### src/hw/rtl/ckah_pkg.sv
// Shared types and constants of the colour-key alpha block.
// Used by every RTL module of the block; depends on nothing.
package ckah_pkg;

  localparam int MAX_PIXELS = 262144;
  localparam int PIX_AW     = $clog2(MAX_PIXELS);
  localparam int MAX_HALO   = 15;
  localparam int HALO_W     = 4;
  localparam int COORD_W    = 10;
  localparam int ADDR_W     = 2 * COORD_W;
  localparam int TAB_W      = 5;
  localparam int TAB_LAST   = 31;
  localparam int DIV_NUM_W  = 16;
  localparam int DIV_DEN_W  = 10;

  // Item commands
  typedef enum logic [1:0] {
    CMD_LOAD = 2'd0,
    CMD_PROC = 2'd1,
    CMD_READ = 2'd2
  } cmd_t;

  // Register indexes
  localparam logic [2:0] REG_KEY   = 3'd0;
  localparam logic [2:0] REG_HALO  = 3'd1;
  localparam logic [2:0] REG_INC   = 3'd2;
  localparam logic [2:0] REG_WIDTH = 3'd3;
  localparam logic [2:0] REG_HGT   = 3'd4;
  localparam logic [2:0] REG_NFRM  = 3'd5;
  localparam logic [2:0] REG_FIDX  = 3'd6;

  typedef enum logic [4:0] {
    ST_IDLE, ST_READ, ST_BH_WAIT, ST_CHK, ST_K_ADDR, ST_K_RD, ST_K_WR,
    ST_TAB_START, ST_TAB_WAIT, ST_S_ADDR, ST_S_RD, ST_S_CHK,
    ST_T_ADDR, ST_T_RD, ST_T_WR, ST_DONE
  } state_t;

  typedef struct packed {
    logic [23:0] key;
    logic [3:0]  halo;
    logic [15:0] inc;
    logic [9:0]  width;
    logic [9:0]  height;
    logic [9:0]  nfrm;
    logic [8:0]  fidx;
  } cfg_t;

  typedef struct packed {
    logic acc_load;
    logic acc_read;
    logic bh_start;
    logic geo_latch;
    logic tab_init;
    logic tab_start;
    logic tab_wr;
    logic tab_next;
    logic scan_init;
    logic scan_next;
    logic addr_scan;
    logic key_wr;
    logic tgt_init;
    logic addr_tgt;
    logic tgt_wr;
    logic tgt_next;
    logic cap_read;
    logic cap_proc;
  } ctrl_cmd_t;

  typedef struct packed {
    logic div_done;
    logic band_empty;
    logic span_zero;
    logic scan_last;
    logic tab_last;
    logic src_ok;
    logic tgt_last;
  } dp_stat_t;

endpackage

### src/hw/rtl/ckah_ctrl.sv
// Sequencer of the colour-key alpha block: item handshake and pass control.
// Depends on ckah_pkg for the state, command and status types.
module ckah_ctrl (
  input  logic                  clk,
  input  logic                  rst_n,
  input  logic                  in_valid,
  input  logic [1:0]            in_cmd,
  output logic                  in_ready,
  output logic                  out_valid,
  input  logic                  out_ready,
  input  ckah_pkg::dp_stat_t    stat,
  output ckah_pkg::ctrl_cmd_t   cmd
);

  ckah_pkg::state_t state_r, state_nxt;
  logic             out_valid_r, out_valid_nxt;

  always_ff @(posedge clk) begin
    if (!rst_n) begin
      state_r     <= ckah_pkg::ST_IDLE;
      out_valid_r <= 1'b0;
    end else begin
      state_r     <= state_nxt;
      out_valid_r <= out_valid_nxt;
    end
  end

  // Next state and datapath commands
  always_comb begin
    state_nxt     = state_r;
    cmd           = '0;
    in_ready      = 1'b0;
    out_valid_nxt = out_valid_r && !out_ready;
    unique case (state_r)
      ckah_pkg::ST_IDLE: begin
        in_ready = !out_valid_r;
        if (in_valid && !out_valid_r) begin
          case (in_cmd)
            ckah_pkg::CMD_LOAD: cmd.acc_load = 1'b1;
            ckah_pkg::CMD_READ: begin
              cmd.acc_read = 1'b1;
              state_nxt    = ckah_pkg::ST_READ;
            end
            ckah_pkg::CMD_PROC: begin
              cmd.bh_start = 1'b1;
              state_nxt    = ckah_pkg::ST_BH_WAIT;
            end
            default: ;
          endcase
        end
      end
      ckah_pkg::ST_READ: begin
        cmd.cap_read  = 1'b1;
        out_valid_nxt = 1'b1;
        state_nxt     = ckah_pkg::ST_IDLE;
      end
      ckah_pkg::ST_BH_WAIT: begin
        if (stat.div_done) begin
          cmd.geo_latch = 1'b1;
          state_nxt     = ckah_pkg::ST_CHK;
        end
      end
      ckah_pkg::ST_CHK: begin
        if (stat.band_empty) begin
          state_nxt = ckah_pkg::ST_DONE;
        end else begin
          cmd.scan_init = 1'b1;
          state_nxt     = ckah_pkg::ST_K_ADDR;
        end
      end
      ckah_pkg::ST_K_ADDR: begin
        cmd.addr_scan = 1'b1;
        state_nxt     = ckah_pkg::ST_K_RD;
      end
      ckah_pkg::ST_K_RD: state_nxt = ckah_pkg::ST_K_WR;
      ckah_pkg::ST_K_WR: begin
        cmd.key_wr = 1'b1;
        if (!stat.scan_last) begin
          cmd.scan_next = 1'b1;
          state_nxt     = ckah_pkg::ST_K_ADDR;
        end else if (stat.span_zero) begin
          state_nxt = ckah_pkg::ST_DONE;
        end else begin
          cmd.tab_init = 1'b1;
          state_nxt    = ckah_pkg::ST_TAB_START;
        end
      end
      ckah_pkg::ST_TAB_START: begin
        cmd.tab_start = 1'b1;
        state_nxt     = ckah_pkg::ST_TAB_WAIT;
      end
      ckah_pkg::ST_TAB_WAIT: begin
        if (stat.div_done) begin
          cmd.tab_wr = 1'b1;
          if (stat.tab_last) begin
            cmd.scan_init = 1'b1;
            state_nxt     = ckah_pkg::ST_S_ADDR;
          end else begin
            cmd.tab_next = 1'b1;
            state_nxt    = ckah_pkg::ST_TAB_START;
          end
        end
      end
      ckah_pkg::ST_S_ADDR: begin
        cmd.addr_scan = 1'b1;
        state_nxt     = ckah_pkg::ST_S_RD;
      end
      ckah_pkg::ST_S_RD: state_nxt = ckah_pkg::ST_S_CHK;
      ckah_pkg::ST_S_CHK: begin
        if (stat.src_ok) begin
          cmd.tgt_init = 1'b1;
          state_nxt    = ckah_pkg::ST_T_ADDR;
        end else if (stat.scan_last) begin
          state_nxt = ckah_pkg::ST_DONE;
        end else begin
          cmd.scan_next = 1'b1;
          state_nxt     = ckah_pkg::ST_S_ADDR;
        end
      end
      ckah_pkg::ST_T_ADDR: begin
        cmd.addr_tgt = 1'b1;
        state_nxt    = ckah_pkg::ST_T_RD;
      end
      ckah_pkg::ST_T_RD: state_nxt = ckah_pkg::ST_T_WR;
      ckah_pkg::ST_T_WR: begin
        cmd.tgt_wr = 1'b1;
        if (!stat.tgt_last) begin
          cmd.tgt_next = 1'b1;
          state_nxt    = ckah_pkg::ST_T_ADDR;
        end else if (stat.scan_last) begin
          state_nxt = ckah_pkg::ST_DONE;
        end else begin
          cmd.scan_next = 1'b1;
          state_nxt     = ckah_pkg::ST_S_ADDR;
        end
      end
      ckah_pkg::ST_DONE: begin
        cmd.cap_proc  = 1'b1;
        out_valid_nxt = 1'b1;
        state_nxt     = ckah_pkg::ST_IDLE;
      end
      default: state_nxt = ckah_pkg::ST_IDLE;
    endcase
  end

  assign out_valid = out_valid_r;

endmodule

### config.mk
export PLATFORM = sky130hd
export DESIGN_NAME = ckah_ctrl
export DESIGN_NICKNAME = d
export VERILOG_FILES = /design/src/hw/rtl/ckah_pkg.sv /design/src/hw/rtl/ckah_ctrl.sv
export SDC_FILE = /design/constraint.sdc
export NUM_CORES = 1
export LEC_CHECK = 0
export BUFFER_PORTS_ARGS = -buffer_cell sky130_fd_sc_hd__buf_2
export CORE_MARGIN = 1
export CORE_UTILIZATION = 44
export CTS_CLUSTER_SIZE = 28
export DETAILED_ROUTE_END_ITERATION = 8
export GPL_TIMING_DRIVEN = 0
export PLACE_DENSITY = 0.77
export SLEW_MARGIN = 10
export SYNTH_ARGS = -nofsm -noshare
export SYNTH_HDL_FRONTEND = slang
export SYNTH_SLANG_ARGS = --single-unit
### constraint.sdc
create_clock -name clk -period 2.2 [get_ports clk]
set_input_delay 0.66 -clock clk [delete_from_list [all_inputs] [get_ports clk]]
set_output_delay 0.66 -clock clk [all_outputs]
set_load 0.01 [all_outputs]
# Yosys cells after proc, flatten, opt, wreduce, memory -nomap -nowiden
# Cells that the tools add are included.
# classes
n_reduce_logical	9
n_mux	44
n_eq_ne	21
# op_table
cell	n
$pmux 5 s14	1
$eq 5x4->1 const B	8
$mux 5	6
$mux 1	25
$eq 5x3->1 const B	4
$mux 3	4
$mux 4	3
$eq 5x2->1 const B	2
$pmux 5 s2	1
$ne 2x2->1 const B	3
$eq 5x1->1 const B	1
$logic_not 5->1	1
$mux 2	2
$reduce_and 4->1	1
$reduce_or 2->1	2
$ne 3x1->1 const B	1
$pmux 1 s3	1
$eq 2x1->1 const B	1
$eq 2x2->1 const B	1
$logic_and 1x1->1	2
$logic_not 1->1	2
$logic_not 2->1	1
$pmux 1 s2	1
# word_totals
reg_bits	6

# Depth between registers and ports, before layout
# logic_depth
ltp_word	4
depth_mapped	6

# Worst setup path before layout
# OpenSTA, ideal clock, no wires.
# synth_timing
path_type	in2out
start	in stat[1] in the netlist's numbering
end	out cmd[8] in the netlist's numbering
path_slack_ns	0.359
arrival_ns	1.181
cell_stages	3
required_ns	1.540
path_cell_list	nor3b_2 o211ai_1 a21oi_1
# synth_lines
element	line_no	rtl
start: declaration	ckah_ctrl.sv:11	input ckah_pkg::dp_stat_t stat,
end: declaration	ckah_ctrl.sv:12	output ckah_pkg::ctrl_cmd_t cmd

==> results_dict.tcl <==
set metrics [dict create \
    ctsResizeCount 0 \
    fmax_mhz 460 \
    row_count 14 \
    setup_violations 0 \
    p_leak_uw 0.000460 \
    fin_skew_ns 0.00625 \
    synth_top_area_frac 0.141 \
    fin_crit_sh 0.989 \
    gr-usage-met3 0.0560 \
    grt_use_met2 0.372 \
    post_cts_buffers 0 \
    cts.sinks 5 \
    yosysWarningCount 0 \
    h-tree-depth 1 \
    slowest_stage "dfxtp_1" \
    drt_wl_total_mm 2.00 \
    nets 149 \
    p_total_uw 301 \
    coreArea_um2 1510 \
    synthTopCellsByCount "nor2_1, inv_1, dfxtp_1, nor3_1" \
    run_status "finished clean" \
    diodes 0 \
    root_buffer "clkbuf_4" \
    maxSlewViolCount 0 \
    clock_path_buffers 2 \
    die_h_um 42.2 \
    initialDrtViolationCount 29 \
    grt_max_degree 11 \
    p_per_area_nw_per_um2 324 \
    path_max_fanout 10 \
    yosys.area.top_type "dfxtp_1" \
    cpPeakStageDelay_ns 0.33 \
    antenna_found_initial 0 \
    mappedNetlistArea_um2 711 \
    grtUsageMet1 0.320 \
    drive_gt1_frac 0.439 \
    worst_pin_slew_ns 0.300 \
    busiest_layer "met2" \
    avgSynthCellArea_um2 7.40 \
    synthArstFlopShare 0 \
    arrival_ns 1.52 \
    slew_headroom 0.800 \
    vias_per_cell 5.82 \
    drv_cap 0 \
    final_area_um2 927 \
    worstSkewPairLatency_ns 0.26 \
    ys_ff_latch 5 \
    synth_area_leaders "dfxtp_1, ha_1, nor2_1, o221ai_2, inv_1" \
    yosysMostFrequentCell "nor2_1" \
    cts-hold-fix-buffers 0 \
    n_fill_cell 154 \
    fin_setup_tns_ns 0 \
    start_kind "flip-flop" \
    min_period_ns 2.18 \
    grt_overflow 0 \
    critPathKind "reg -> out" \
    yosys_most_used_dff "dfxtp_1" \
    crit_path_cell_trace "buf_4, nor2_2, and4b_1, and2_1, buf_2" \
    cp.required_ns 1.54 \
    cts_tree "built" \
    syn_inst 96 \
    ant_nets 0 \
    vdd_drop_max_v 0.000290 \
    routedWlPerCell_um 13.5 \
    drc_errors 0 \
    final-hold-violation-count 0 \
    grt_usage 0.244 \
    cts_buffers 3 \
    synthToLayoutAreaGrowth_pct 30.5 \
    synth_edf_count 0 \
    die_area_um2 1780 \
    worstHoldPathCells 2 \
    rsz0062_at_grt "yes" \
    ios 33 \
    grt_pass1_vias 738 \
    grt_pass1_wl_mm 3.31 \
    hpwlAfterDp_mm 1.48 \
    setup_ws_ns 0.0248 \
    yosysUniqueCellTypes 42 \
    start_util 0.472 \
    rr_worst_depth 5 \
    post_dp_cell_area_um2 891 \
    place.port_buffers 32 \
    ys_seq_area_frac 0.141 \
    dr_total_vias 862 \
    die_w_um 42.2 \
    place_ws_ns 0.107 \
    hold_class "reg -> reg" \
    syn_nets 112 \
    endpoint_kind "output port" \
    drt_first_pass_iters 4 \
    place.gp.congestion 0.931 \
    cts.clk_slew.worst_paths_ns 0.05 \
]
## worst max-delay path, delay by kind of cell, from the launching register on
family,cells,cell delay (ns)
buffers and inverters,2,0.30
and+or+nand+nor,3,0.62
DFF,1,0.33
## metrics by stage
step	std cells	hold slack, ns	util
2_1_floorplan	96	0.516	-
3_3_place_gp	144	0.509	0.591
3_5_place_dp	144	0.519	0.591
4_1_cts	148	0.525	0.609
5_1_grt	148	0.570	0.615
6_report	148	0.528	0.615
## path summary, 6_finish.rpt
path                           start                 endpoint  slack [ns]
max          state_r[3]$_SDFFE_PN0P_                  cmd[15]        0.02
min             out_valid$_SDFF_PN0_     out_valid$_SDFF_PN0_        0.53
max reg2reg  state_r[3]$_SDFFE_PN0P_  state_r[0]$_SDFFE_PN0P_        0.80
min reg2reg     out_valid$_SDFF_PN0_     out_valid$_SDFF_PN0_        0.53
## layout make-up
cell class                 count  area, µm²  area share
buffer                         7       48.8      0.0526
inverter                       8       30.0      0.0324
multi-input combinational     76        539       0.582
clock buffer                   4       26.3      0.0283
sequential                     5        103       0.111
timing repair buffer          32        160       0.173
tap                           16       20.0      0.0216
## power by group
group	total (µW)	internal (µW)	switching [µW]	leakage, µW
sequential	97.9	94.0	3.96	0.0000414
combinational	88.0	40.5	47.5	0.000404
clock	115	69.1	45.8	0.0000150
total	301	204	97.2	0.000460
## per-layer routing
layer / wire length [µm] / vias to the layer above / part of all wire
li1: - / 426 / -
met1: 909 / 394 / 0.45
met2: 915 / 36 / 0.46
met3: 131 / 6 / 0.065
met4: 44 / 0 / 0.022
met5: 0 / - / 0
## flip-flops by register name (all words and copies together) (netlist names)
name	count
state_r	4
out_valid	1
## cells by family (layout without fill, tap and decap cells)
kind of cell / count (synthesis) / in the layout / synth area share
AOI/OAI and AO/OA: 27 / 27 / 0.303
adders and majority gates: 3 / 3 / 0.0528
buffers and inverters: 15 / 51 / 0.111
and+or+nand+nor: 46 / 46 / 0.393
DFF: 5 / 5 / 0.141
## cell usage in the layout (no fill, tap or decap), types with 2 or more instances in the layout
master and count:
ha_1 3, buf_2 35, nor2_1 7, dfxtp_2 2, nor4_1 3, nor2_2 4, a31oi_1 3, a311oi_1 2
o21ai_1 4, and3_1 2, buf_4 3, nand2b_1 4, and4b_1 2, and2_1 4, inv_1 7, o221ai_2 2
nand2_1 4, dfxtp_1 3, clkbuf_4 3, nand4b_1 2, nor2b_1 2, a21oi_1 3, nor3_1 5, o21ai_0 2
Power figures use the tool's default switching activity.
